$ cat src/sv/llt_pkg.sv
// ============================================================================
// llt_pkg
// Shared constants and types for the linked list table.
// ============================================================================
package llt_pkg;

    localparam int DEPTH      = 64;
    localparam int VALUE_BITS = 32;
    localparam int IDX_BITS   = $clog2(DEPTH);
    localparam int CNT_BITS   = $clog2(DEPTH + 1);

    typedef enum logic [3:0] {
        CMD_INS_HEAD   = 4'd0,
        CMD_INS_TAIL   = 4'd1,
        CMD_INS_BEFORE = 4'd2,
        CMD_INS_AFTER  = 4'd3,
        CMD_DEL_HEAD   = 4'd4,
        CMD_DEL_TAIL   = 4'd5,
        CMD_DEL_MATCH  = 4'd6,
        CMD_SEARCH     = 4'd7,
        CMD_COUNT      = 4'd8,
        CMD_READOUT    = 4'd9
    } cmd_t;

    localparam logic [1:0] ST_OK       = 2'd0;
    localparam logic [1:0] ST_EMPTY    = 2'd1;
    localparam logic [1:0] ST_NOTFOUND = 2'd2;
    localparam logic [1:0] ST_FULL     = 2'd3;

endpackage

$ cat src/sv/llt_ram.sv
// ============================================================================
// llt_ram
// Generic single-port-write, single-port-read RAM with registered read.
// ============================================================================
module llt_ram #(
    parameter int WIDTH = 8,
    parameter int DEPTH = 64
) (
    input  logic                     clk,
    input  logic                     we,
    input  logic [$clog2(DEPTH)-1:0] waddr,
    input  logic [WIDTH-1:0]         wdata,
    input  logic [$clog2(DEPTH)-1:0] raddr,
    output logic [WIDTH-1:0]         rdata
);

    logic [WIDTH-1:0] mem [DEPTH];

    always_ff @(posedge clk)
    begin
        if (we)
        begin
            mem[waddr] <= wdata;
        end
        rdata <= mem[raddr];
    end

endmodule

$ cat src/sv/linked_list_table_core.sv
// ============================================================================
// linked_list_table_core
// Ordered list of signed words in RAM with next links and an in-use map.
// ============================================================================
// channel  dir  fields (lsb first)
// s_axis   in   tdata: cmd[3:0], new_value[35:4], target_value[67:36]
// m_axis   out  tdata: status, found, entries_now, item_value; tlast: last
//
// One command at a time. Insert head/tail, count and empty-list commands pass
// through accept and dispatch; delete head adds a link read. Match searches,
// tail delete and readout read one entry per S_WALK/S_WAIT pair (RAM read
// latency); insert before/after adds a state for the second link write.
// Free slot search scans the in-use map, lowest index first, combinationally.
// Reset clears the in-use map, head, tail and count; RAM contents are not
// cleared. Output beats hold while m_axis_tready is low.
module linked_list_table_core (
    input  logic        clk,
    input  logic        rst_n,
    input  logic        s_axis_tvalid,
    output logic        s_axis_tready,
    input  logic [71:0] s_axis_tdata,  // cmd, new_value, target_value
    output logic        m_axis_tvalid,
    input  logic        m_axis_tready,
    output logic [47:0] m_axis_tdata,  // status, found, entries_now, item_value
    output logic        m_axis_tlast   // last
);
    import llt_pkg::*;

    typedef enum logic [2:0] {S_IDLE, S_DISPATCH, S_WALK, S_WAIT, S_OUT} state_t;

    localparam logic [IDX_BITS-1:0] IDX_ZERO = '0;

    state_t                state_reg;
    logic [3:0]            cmd_reg;
    logic [VALUE_BITS-1:0] nv_reg, tv_reg;
    logic [IDX_BITS-1:0]   head_reg, tail_reg, cur_reg, prev_reg;
    logic                  has_prev_reg;
    logic [CNT_BITS-1:0]   count_reg, n_reg;
    logic [DEPTH-1:0]      used_reg;
    logic [IDX_BITS-1:0]   nv_idx_reg;
    logic                  match_hit;

    logic                  o_valid_reg, o_last_reg, o_found_reg;
    logic [1:0]            o_status_reg;
    logic [CNT_BITS-1:0]   o_cnt_reg;
    logic [31:0]           o_item_reg;

    // RAM ports
    logic                  v_we, l_we;
    logic [IDX_BITS-1:0]   v_waddr, l_waddr, rd_addr;
    logic [VALUE_BITS-1:0] v_wdata, v_rdata;
    logic [IDX_BITS-1:0]   l_wdata, l_rdata;

    llt_ram #(.WIDTH(VALUE_BITS), .DEPTH(DEPTH)) u_val (
        .clk(clk), .we(v_we), .waddr(v_waddr), .wdata(v_wdata),
        .raddr(rd_addr), .rdata(v_rdata));
    llt_ram #(.WIDTH(IDX_BITS), .DEPTH(DEPTH)) u_lnk (
        .clk(clk), .we(l_we), .waddr(l_waddr), .wdata(l_wdata),
        .raddr(rd_addr), .rdata(l_rdata));

    // lowest free slot
    logic [IDX_BITS-1:0] free_idx;
    always_comb
    begin
        free_idx = '0;
        for (int i = DEPTH - 1; i >= 0; i--)
        begin
            if (!used_reg[i])
            begin
                free_idx = IDX_BITS'(i);
            end
        end
    end

    logic empty, full, out_free;
    assign empty    = (count_reg == '0);
    assign full     = (count_reg == CNT_BITS'(DEPTH));
    assign out_free = !o_valid_reg || m_axis_tready;

    assign s_axis_tready = (state_reg == S_IDLE) && out_free;
    assign m_axis_tvalid = o_valid_reg;
    assign m_axis_tlast  = o_last_reg;
    assign m_axis_tdata  = {6'd0, o_item_reg, o_cnt_reg, o_found_reg, o_status_reg};

    // read address: cur_reg during walk
    assign rd_addr = cur_reg;

    assign match_hit = (v_rdata == tv_reg);

    logic [CNT_BITS-1:0] cnt_dec;
    assign cnt_dec = count_reg - CNT_BITS'(1);

    // write port control, combinational from state
    always_comb
    begin
        v_we = 1'b0; v_waddr = free_idx; v_wdata = nv_reg;
        l_we = 1'b0; l_waddr = free_idx; l_wdata = '0;
        if (state_reg == S_DISPATCH && out_free)
        begin
            unique case (cmd_reg)
                CMD_INS_HEAD, CMD_INS_TAIL:
                begin
                    if (!full)
                    begin
                        v_we = 1'b1;
                        l_we = 1'b1;
                        l_waddr = (cmd_reg == CMD_INS_TAIL && !empty) ? tail_reg : free_idx;
                        l_wdata = (cmd_reg == CMD_INS_TAIL && !empty) ? free_idx :
                                  (empty ? IDX_ZERO : head_reg);
                    end
                end
                default: ;
            endcase
        end
        if (state_reg == S_WAIT && out_free)
        begin
            // match found at cur_reg, l_rdata = link of cur
            unique case (cmd_reg)
                CMD_INS_BEFORE:
                begin
                    if (match_hit && !full)
                    begin
                        v_we = 1'b1;
                        l_we = 1'b1; l_waddr = free_idx; l_wdata = cur_reg;
                    end
                end
                CMD_INS_AFTER:
                begin
                    if (match_hit && !full)
                    begin
                        v_we = 1'b1;
                        l_we = 1'b1; l_waddr = free_idx; l_wdata = l_rdata;
                    end
                end
                CMD_DEL_MATCH:
                begin
                    if (match_hit && has_prev_reg)
                    begin
                        l_we = 1'b1; l_waddr = prev_reg; l_wdata = l_rdata;
                    end
                end
                default: ;
            endcase
        end
        if (state_reg == S_OUT)
        begin
            // second link write of insert before/after
            if (cmd_reg == CMD_INS_BEFORE && has_prev_reg)
            begin
                l_we = 1'b1; l_waddr = prev_reg; l_wdata = nv_idx_reg;
            end
            if (cmd_reg == CMD_INS_AFTER)
            begin
                l_we = 1'b1; l_waddr = cur_reg; l_wdata = nv_idx_reg;
            end
        end
    end

    logic [31:0] item_ext;
    assign item_ext = 32'(signed'(v_rdata));

    always_ff @(posedge clk or negedge rst_n)
    begin
        if (!rst_n)
        begin
            state_reg    <= S_IDLE;
            head_reg     <= '0;
            tail_reg     <= '0;
            count_reg    <= '0;
            used_reg     <= '0;
            o_valid_reg  <= 1'b0;
            cmd_reg      <= '0;
            nv_reg       <= '0;
            tv_reg       <= '0;
            cur_reg      <= '0;
            prev_reg     <= '0;
            has_prev_reg <= 1'b0;
            n_reg        <= '0;
            o_last_reg   <= 1'b0;
            o_found_reg  <= 1'b0;
            o_status_reg <= '0;
            o_cnt_reg    <= '0;
            o_item_reg   <= '0;
            nv_idx_reg   <= '0;
        end
        else
        begin
            if (m_axis_tready)
            begin
                o_valid_reg <= 1'b0;
            end
            unique case (state_reg)
                S_IDLE:
                begin
                    if (s_axis_tvalid && s_axis_tready)
                    begin
                        cmd_reg   <= s_axis_tdata[3:0];
                        nv_reg    <= s_axis_tdata[35:4];
                        tv_reg    <= s_axis_tdata[67:36];
                        state_reg <= S_DISPATCH;
                    end
                end
                S_DISPATCH:
                begin
                    if (out_free)
                    begin
                        o_valid_reg  <= 1'b1;
                        o_last_reg   <= 1'b1;
                        o_found_reg  <= 1'b0;
                        o_item_reg   <= '0;
                        o_status_reg <= ST_OK;
                        o_cnt_reg    <= count_reg;
                        state_reg    <= S_IDLE;
                        cur_reg      <= head_reg;
                        has_prev_reg <= 1'b0;
                        n_reg        <= '0;
                        unique case (cmd_reg)
                            CMD_INS_HEAD, CMD_INS_TAIL:
                            begin
                                if (full)
                                begin
                                    o_status_reg <= ST_FULL;
                                end
                                else
                                begin
                                    used_reg[free_idx] <= 1'b1;
                                    count_reg <= count_reg + CNT_BITS'(1);
                                    o_cnt_reg <= count_reg + CNT_BITS'(1);
                                    if (empty || cmd_reg == CMD_INS_HEAD)
                                    begin
                                        head_reg <= free_idx;
                                    end
                                    if (empty || cmd_reg == CMD_INS_TAIL)
                                    begin
                                        tail_reg <= free_idx;
                                    end
                                end
                            end
                            CMD_INS_BEFORE, CMD_INS_AFTER, CMD_DEL_MATCH,
                            CMD_SEARCH, CMD_DEL_TAIL, CMD_READOUT:
                            begin
                                if (empty)
                                begin
                                    o_status_reg <= ST_EMPTY;
                                end
                                else
                                begin
                                    o_valid_reg <= 1'b0;
                                    state_reg   <= S_WALK;
                                end
                            end
                            CMD_DEL_HEAD:
                            begin
                                if (empty)
                                begin
                                    o_status_reg <= ST_EMPTY;
                                end
                                else
                                begin
                                    o_valid_reg <= 1'b0;
                                    state_reg   <= S_WALK;
                                end
                            end
                            default: ;
                        endcase
                    end
                end
                S_WALK:
                begin
                    // RAM read of cur_reg issued this cycle
                    state_reg <= S_WAIT;
                end
                S_WAIT:
                begin
                    if (out_free)
                    begin
                        o_last_reg   <= 1'b1;
                        o_found_reg  <= 1'b0;
                        o_item_reg   <= '0;
                        o_status_reg <= ST_OK;
                        o_cnt_reg    <= count_reg;
                        state_reg    <= S_IDLE;
                        unique case (cmd_reg)
                            CMD_DEL_HEAD:
                            begin
                                o_valid_reg <= 1'b1;
                                used_reg[head_reg] <= 1'b0;
                                count_reg <= cnt_dec;
                                o_cnt_reg <= cnt_dec;
                                head_reg  <= (cnt_dec == '0) ? IDX_ZERO : l_rdata;
                                if (cnt_dec == '0)
                                begin
                                    tail_reg <= '0;
                                end
                            end
                            CMD_DEL_TAIL:
                            begin
                                // stop at entry count-2 (or immediately if one entry)
                                if (count_reg == CNT_BITS'(1) ||
                                    n_reg + CNT_BITS'(2) >= count_reg)
                                begin
                                    o_valid_reg <= 1'b1;
                                    used_reg[tail_reg] <= 1'b0;
                                    count_reg <= cnt_dec;
                                    o_cnt_reg <= cnt_dec;
                                    tail_reg  <= (cnt_dec == '0) ? IDX_ZERO : cur_reg;
                                    if (cnt_dec == '0)
                                    begin
                                        head_reg <= '0;
                                    end
                                end
                                else
                                begin
                                    cur_reg   <= l_rdata;
                                    n_reg     <= n_reg + CNT_BITS'(1);
                                    state_reg <= S_WALK;
                                end
                            end
                            CMD_READOUT:
                            begin
                                o_valid_reg <= 1'b1;
                                o_item_reg  <= item_ext;
                                if (n_reg + CNT_BITS'(1) == count_reg)
                                begin
                                    o_last_reg <= 1'b1;
                                end
                                else
                                begin
                                    o_last_reg <= 1'b0;
                                    cur_reg    <= l_rdata;
                                    n_reg      <= n_reg + CNT_BITS'(1);
                                    state_reg  <= S_WALK;
                                end
                            end
                            default:
                            begin
                                // match walk
                                if (match_hit)
                                begin
                                    o_valid_reg <= 1'b1;
                                    o_found_reg <= 1'b1;
                                    unique case (cmd_reg)
                                        CMD_INS_BEFORE, CMD_INS_AFTER:
                                        begin
                                            if (full)
                                            begin
                                                o_status_reg <= ST_FULL;
                                            end
                                            else
                                            begin
                                                used_reg[free_idx] <= 1'b1;
                                                nv_idx_reg <= free_idx;
                                                count_reg  <= count_reg + CNT_BITS'(1);
                                                o_cnt_reg  <= count_reg + CNT_BITS'(1);
                                                if (cmd_reg == CMD_INS_BEFORE)
                                                begin
                                                    if (!has_prev_reg)
                                                    begin
                                                        head_reg <= free_idx;
                                                    end
                                                end
                                                else if (cur_reg == tail_reg)
                                                begin
                                                    tail_reg <= free_idx;
                                                end
                                                o_valid_reg <= 1'b0;
                                                state_reg   <= S_OUT;
                                            end
                                        end
                                        CMD_DEL_MATCH:
                                        begin
                                            used_reg[cur_reg] <= 1'b0;
                                            count_reg <= cnt_dec;
                                            o_cnt_reg <= cnt_dec;
                                            if (!has_prev_reg)
                                            begin
                                                head_reg <= l_rdata;
                                            end
                                            if (cur_reg == tail_reg && has_prev_reg)
                                            begin
                                                tail_reg <= prev_reg;
                                            end
                                            if (cnt_dec == '0)
                                            begin
                                                head_reg <= '0;
                                                tail_reg <= '0;
                                            end
                                        end
                                        default: ;
                                    endcase
                                end
                                else if (n_reg + CNT_BITS'(1) >= count_reg)
                                begin
                                    o_valid_reg  <= 1'b1;
                                    o_status_reg <= ST_NOTFOUND;
                                end
                                else
                                begin
                                    prev_reg     <= cur_reg;
                                    has_prev_reg <= 1'b1;
                                    cur_reg      <= l_rdata;
                                    n_reg        <= n_reg + CNT_BITS'(1);
                                    state_reg    <= S_WALK;
                                end
                            end
                        endcase
                    end
                end
                S_OUT:
                begin
                    // second link write done this cycle; output still free
                    o_valid_reg  <= 1'b1;
                    o_last_reg   <= 1'b1;
                    o_found_reg  <= 1'b1;
                    o_status_reg <= ST_OK;
                    o_item_reg   <= '0;
                    state_reg    <= S_IDLE;
                end
                default: state_reg <= S_IDLE;
            endcase
        end
    end

endmodule

$ cat config.mk
export PLATFORM = sky130hd
export DESIGN_NAME = linked_list_table_core
export DESIGN_NICKNAME = d
export VERILOG_FILES = /design/src/sv/llt_pkg.sv /design/src/sv/llt_ram.sv /design/src/sv/linked_list_table_core.sv
export SDC_FILE = /design/constraint.sdc
export NUM_CORES = 2
export LEC_CHECK = 0
export BUFFER_PORTS_ARGS = -buffer_cell sky130_fd_sc_hd__buf_2
export CAP_MARGIN = 5
export CELL_PAD_IN_SITES_DETAIL_PLACEMENT = 0
export CELL_PAD_IN_SITES_GLOBAL_PLACEMENT = 1
export CORE_MARGIN = 2
export CORE_UTILIZATION = 50
export CTS_CLUSTER_DIAMETER = 200
export DETAILED_ROUTE_END_ITERATION = 12
export PLACE_DENSITY_LB_ADDON = 0.1
export SLEW_MARGIN = 10
export SYNTH_ARGS = -nofsm -noshare
export SYNTH_HDL_FRONTEND = slang
export SYNTH_SLANG_ARGS = --single-unit
export TNS_END_PERCENT = 5
$ cat constraint.sdc
create_clock -name clk -period 8.94 [get_ports clk]
set_input_delay 1.341 -clock clk [delete_from_list [all_inputs] [get_ports clk]]
set_output_delay 1.341 -clock clk [all_outputs]
set_load 0.03 [all_outputs]
# Word level (Yosys, flattened, before mapping)
# Memory sizes are Yosys's and may differ from the RTL's. A register that Yosys moved wholly into a read port is not among the register bits.
# Cells that the tools add are included.
# totals
reg_bits	217
latch_bits	0
mem_bits_rw	2432
rom_bits	0
inputBits	76
output_inout_bits	51
elab_cells	370
memories	2
# mem_list
memory	words	word_bits	rd	rd_clocked_by_memory_dff	write_ports	line_no	rtl
u_val.mem	64	32	1	1	1	llt_ram.sv:17	logic [WIDTH-1:0] mem [DEPTH];
u_lnk.mem	64	6	1	1	1	llt_ram.sv:17	
# classes
addsub	4
multipliers	0
div_mod_pow	0
n_lt_le_gt_ge	10
n_eq_ne	50
shift	0
mux	233
bitwise	11
reduce_logical	42
# op_table
op	count
two-way mux 6 bit	119
two-way mux 64 bit	6
one-hot mux 64 bit (2 select lines)	2
bitwise AND 64 bit	3
inverter 64 bit	3
one-hot mux 64 bit (3 select lines)	1
two-way mux 32 bit	3
one-hot mux 32 bit (3 select lines)	1
two-way mux 7 bit	12
one-hot mux 6 bit (2 select lines)	6
one-hot mux 6 bit (3 select lines)	4
OR 64 bit	1
two-way mux 1 bit	42
one-hot mux 7 bit (2 select lines)	3
one-hot mux 7 bit (3 select lines)	2
== test 32 bit	1
AND reduction 15 bit	2
less-than comparator 6 x 7 -> 1 bit, second input constant	4
demux 1 bit (select 6 bit)	4
greater-or-equal comparator 6 x 1 -> 1 bit, second input constant	4
two-way mux 2 bit	12
AND reduction 8 bit	3
!= test 5 x 3 -> 1 bit, second input constant	4
two-way mux 3 bit	6
46 further kinds	102

# Logic depth before layout (Yosys ltp)
# depth
depth_word	75
ltp_mapped	12
depth_no_buf	11

# Hierarchy
# A second synthesis with hierarchy kept.
# hier_totals
cells_unflattened	5820
hier_area_um2	108617.9
# by_module_without_submodules
mod	instances	cells_each	area_each_um2	seq_area_each_um2
llt_ram at u_val	1	3511	79039.6	62139.6
llt_ram at u_lnk	1	729	15205.8	11651.2
linked_list_table_core	1	1580	14372.5	5430.2

# Worst setup path after synthesis
# No wires, ideal clock.
# synth_timing
path_kind	input to register
start	in m_axis_tready
end	mem u_lnk.mem[0][5] (netlist name), data pin
setup_ps	566
arrival_time_ps	4016
required_ps	8374
slack_ps	4357
stages	4
path_buffers	0
path_cell_list	nor2b_1 > nor3_1 > nand4b_1 > o221ai_1
# synth_between
elab_chain_len	9
elab_cells_between_ends	12
classes_between	9 x mux; 3 x reduce/logical
# synth_rtl
item	line_no	rtl
start: declaration	linked_list_table_core.sv:23	input logic m_axis_tready,
logical OR 1 bit (*)	linked_list_table_core.sv:78	assign out_free = !o_valid_reg || m_axis_tready;
logical AND 1 bit	linked_list_table_core.sv:98	if (state_reg == S_DISPATCH && out_free)
two-way mux 6 bit	linked_list_table_core.sv:98	
two-way mux 6 bit, on equally long branches	linked_list_table_core.sv:137, linked_list_table_core.sv:121, linked_list_table_core.sv:129	
one-hot mux 6 bit (3 select lines)	linked_list_table_core.sv:118	unique case (cmd_reg)
two-way mux 6 bit (*)	linked_list_table_core.sv:115	if (state_reg == S_WAIT && out_free)
two-way mux 6 bit	linked_list_table_core.sv:148	if (cmd_reg == CMD_INS_BEFORE && has_prev_reg)
two-way mux 6 bit	linked_list_table_core.sv:152	if (cmd_reg == CMD_INS_AFTER)
two-way mux 6 bit (*)	linked_list_table_core.sv:145	if (state_reg == S_OUT)
via l_wdata[5]	linked_list_table_core.sv:52	logic [IDX_BITS-1:0] l_wdata, l_rdata;
end: declaration	llt_ram.sv:17	
# Mark *: on every way through the listed nets, which the timed path passes. The rest lies on a longest branch.

==> impl_results.md <==
- Outcome: finished, final reports clean
- Sequential area share after synthesis: 77.3%
- Post-synth EDFFs: 2432
- Post-synthesis mux area share: 1.05%
- IO Port Bufs: 116
- Fillers: 15800
- Nets: 6483
- Initial antenna violation count: 19
- P&R area growth vs syn: 13.4%
- Setup TNS: 0 ns
- Required arrival time at the worst endpoint: 9.50 ns
- Vias per cell: 6.82
- Startpoint types: register
- Post-CTS sizing: 0
- Core Footprint: 204000 um^2
- Max reg flops: 2048
- Syn. warnings: 0
- Skew final: 0.0740 ns
- Remaining antenna violation count after routing: 0
- Met2 Use GR: 49.7%
- Total power: 0.0365 W
- Clk buf depth: 4
- Hold Fails Final Rpt: 0
- Die Y: 457 um
- Critical Path Sink Type: register
- Via count: 63400
- Min-delay worst type: in -> async
- Largest area contributor in the netlist: edfxtp_1
- CTS Buf Count: 295
- WHS: 0.417 ns
- Wire per inst: 36.0 um
- # setup viols final: 0
- DRC Markers: 0
- DP Cell Count: 8778
- Most Crowded Layer GR: met2
- Worst path max stage delay: 1.10 ns
- R2R depth: 10
- Tcrit/Tclk final: 61.1%
- Crit path time final: 5.46 ns
- Met3 Use GR: 5.14%
- Worst skew pair latency: 0.94 ns
- Total grt overflow: 0
- Grt met1 use: 45.2%
- MaxCap Viol Count: 0
- Die ar.: 208000 um^2
- Peak supply drop: 0.000246 V
- I/O pin total: 127
- Number of global-route vias before repair: 60200
- Non-Filler Instances: 9306
- CTS Hold Bufs: 0
- Post-CTS Setup Bufs: 0
- Synthesized flop and latch total: 2687
- Initial DRC Count: 9116
- Count leader, synth: edfxtp_1
- Unrepaired setup endpoints after global routing: no
- Critical-path cell list: inv_1, ha_1, nand2b_1, nor3_2, nor2_1, nand4_1, a21oi_1, nand2_1, nor2_4, buf_4
- Slew headroom: 12.4%
- Avg Inst Size Synth: 16.5 um^2
- Post-Synthesis Cells: 6217
- Post-Syn Area: 102000 um^2
- Share of layout cells above drive strength 1: 14.6%
- Leak pwr: 36.1 nW
- Placed inst area: 107000 um^2
- Largest net degree at the start of global routing: 109
- GRT Total Usage: 31.6%
- Post-Route WL: 335000 um
- Reg2Reg Setup Slack: 3.48 ns
- Placer Congestion: 0.896
- Critical path arrival: 6.02 ns
- Count of cell types in the netlist: 98
- Pwr dens: 315 nW/um^2
- Slew @ Worst Pin: 1.31 ns
- Top-area cell type share of the netlist area: 71.3%
- CP Max Fanout: 17
- CTS tree: yes
- Initial Utilization: 50.2%
- Slew Limit Fails: 0
- F_max: 183 MHz
- Commonest cells in the netlist: 2432 x edfxtp_1, 943 x a22oi_1, 341 x clkbuf_1
- Crit-path slowest cell: nor2_4
- Reg-to-reg endpoint: u_val.mem[18][18]$_DFFE_PP_
- Top_reg_cell synth: edfxtp_1
- Simple-gate share of the synthesized area: 4.13%
- Post-Synth XOR/XNOR Area: 0.428%
- RR Startpoint: o_cnt_reg[0]$_DFFE_PN0P_
- First-pass GRT wire length: 468000 um
- Critical path class: reg -> reg
- Final instance area: 116000 um^2
- Row Count: 166
- Async set-reset flop share out of synthesis: 8.08%
- CTS clk-pin slew, worst paths: 0.06 ns
- Synth Area in Compound Gates: 15.0%
- DR pass1 iterations: 8
- Synth top area cells: edfxtp_1 71%, a22oi_1 6.9%, dfrtp_1 5.3%
- Combinational family with the most area after synthesis: compound AO/OA/AOI/OAI gates
- Clock sinks: 2687
- Root Driver: clkbuf_16
- Post-Synth Adder-Cell Area: 0.244%
- DP HPWL: 187000 um
- H-Tree Depth: 5
- Die Width: 457 um
[where the power goes]
group / switching [W] / internal [W]
clock network: 0.00479 / 0.00679
logic: 0.00592 / 0.00212
registers: 0.00138 / 0.0156
[routing by layer]
layer | vias to the layer above | part of all wire (%)
met1 | 33100 | 41
met3 | 567 | 8.7
met2 | 3442 | 47
li1 | 26300 | -
met5 | - | 0.013
met4 | 6 | 3.3
[critical path: cells and delay by family, from the launching register on]
family / cells / cell delay, ns
simple gates: 6 / 2.88
flops: 1 / 0.62
compound gates: 1 / 0.70
buf+inv: 2 / 0.59
fa+ha+maj: 1 / 0.28
[per-stage QoR]
step | utilization, % | setup WS [ns]
final | 56.9 | 3.48
after global routing | 56.9 | 3.12
after CTS | 56.8 | 3.54
after detailed placement | 52.4 | 3.32
after global placement | 52.4 | 3.45
after floorplan | - | 4.36
[cells by family after synthesis]
family | count (synthesis)
DFF | 2687
adders and majority gates | 20
and+or+nand+nor | 804
AOI/OAI and AO/OA | 2085
muxes | 96
buffers and inverters | 474
other | 1
xor gates and xnor gates | 50
[layout make-up]
| cell class | instances | area [um^2] | share of cell area, % |
|---|---|---|---|
| sequential | 2687 | 79300 | 68.3 |
| timing repair buffer | 310 | 2210 | 1.90 |
| clock inverter | 119 | 1080 | 0.932 |
| antenna | 24 | 60.1 | 0.0517 |
| multi-input combinational | 3061 | 22100 | 19.0 |
| tap | 2688 | 3360 | 2.90 |
| inverter | 32 | 120 | 0.103 |
| clock buffer | 385 | 7920 | 6.82 |
[how the worst max path moves through the flow]
stage                                   from  depth (start not counted)  slack [ns]                           to
floorplan                      m_axis_tready                          4        4.36    u_lnk.mem[0][5]$_DFFE_PP_
global placement               m_axis_tready                          8        3.45   u_val.mem[10][5]$_DFFE_PP_
detailed placement             m_axis_tready                          8        3.32   u_val.mem[23][2]$_DFFE_PP_
CTS                 o_cnt_reg[0]$_DFFE_PN0P_                         10        3.54  u_val.mem[23][15]$_DFFE_PP_
global route        o_cnt_reg[0]$_DFFE_PN0P_                         10        3.12  u_val.mem[23][15]$_DFFE_PP_
finish              o_cnt_reg[0]$_DFFE_PN0P_                         10        3.48  u_val.mem[18][18]$_DFFE_PP_
[cells in the final DEF (no fill, tap or decap), types with 24 or more instances in the layout]
cell type / n
edfxtp_1: 2432
a22oi_1: 942
clkbuf_16: 300
a22o_1: 211
a21oi_1: 193
dfrtp_1: 185
buf_4: 181
a221oi_1: 179
a31oi_1: 175
o21ai_0: 140
nor3_1: 124
nand2_1: 119
buf_2: 115
nand4_1: 109
nor2_1: 101
mux2_2: 90
nand3_1: 79
clkbuf_1: 76
a41oi_1: 71
nor2_4: 67
clkinv_1: 46
nor4_1: 44
clkinv_2: 42
o22a_1: 41
xnor2_1: 40
dfxtp_1: 38
inv_1: 31
dfrtp_2: 30
diode_2: 24
Note: power is estimated with default switching activity, not from simulation.
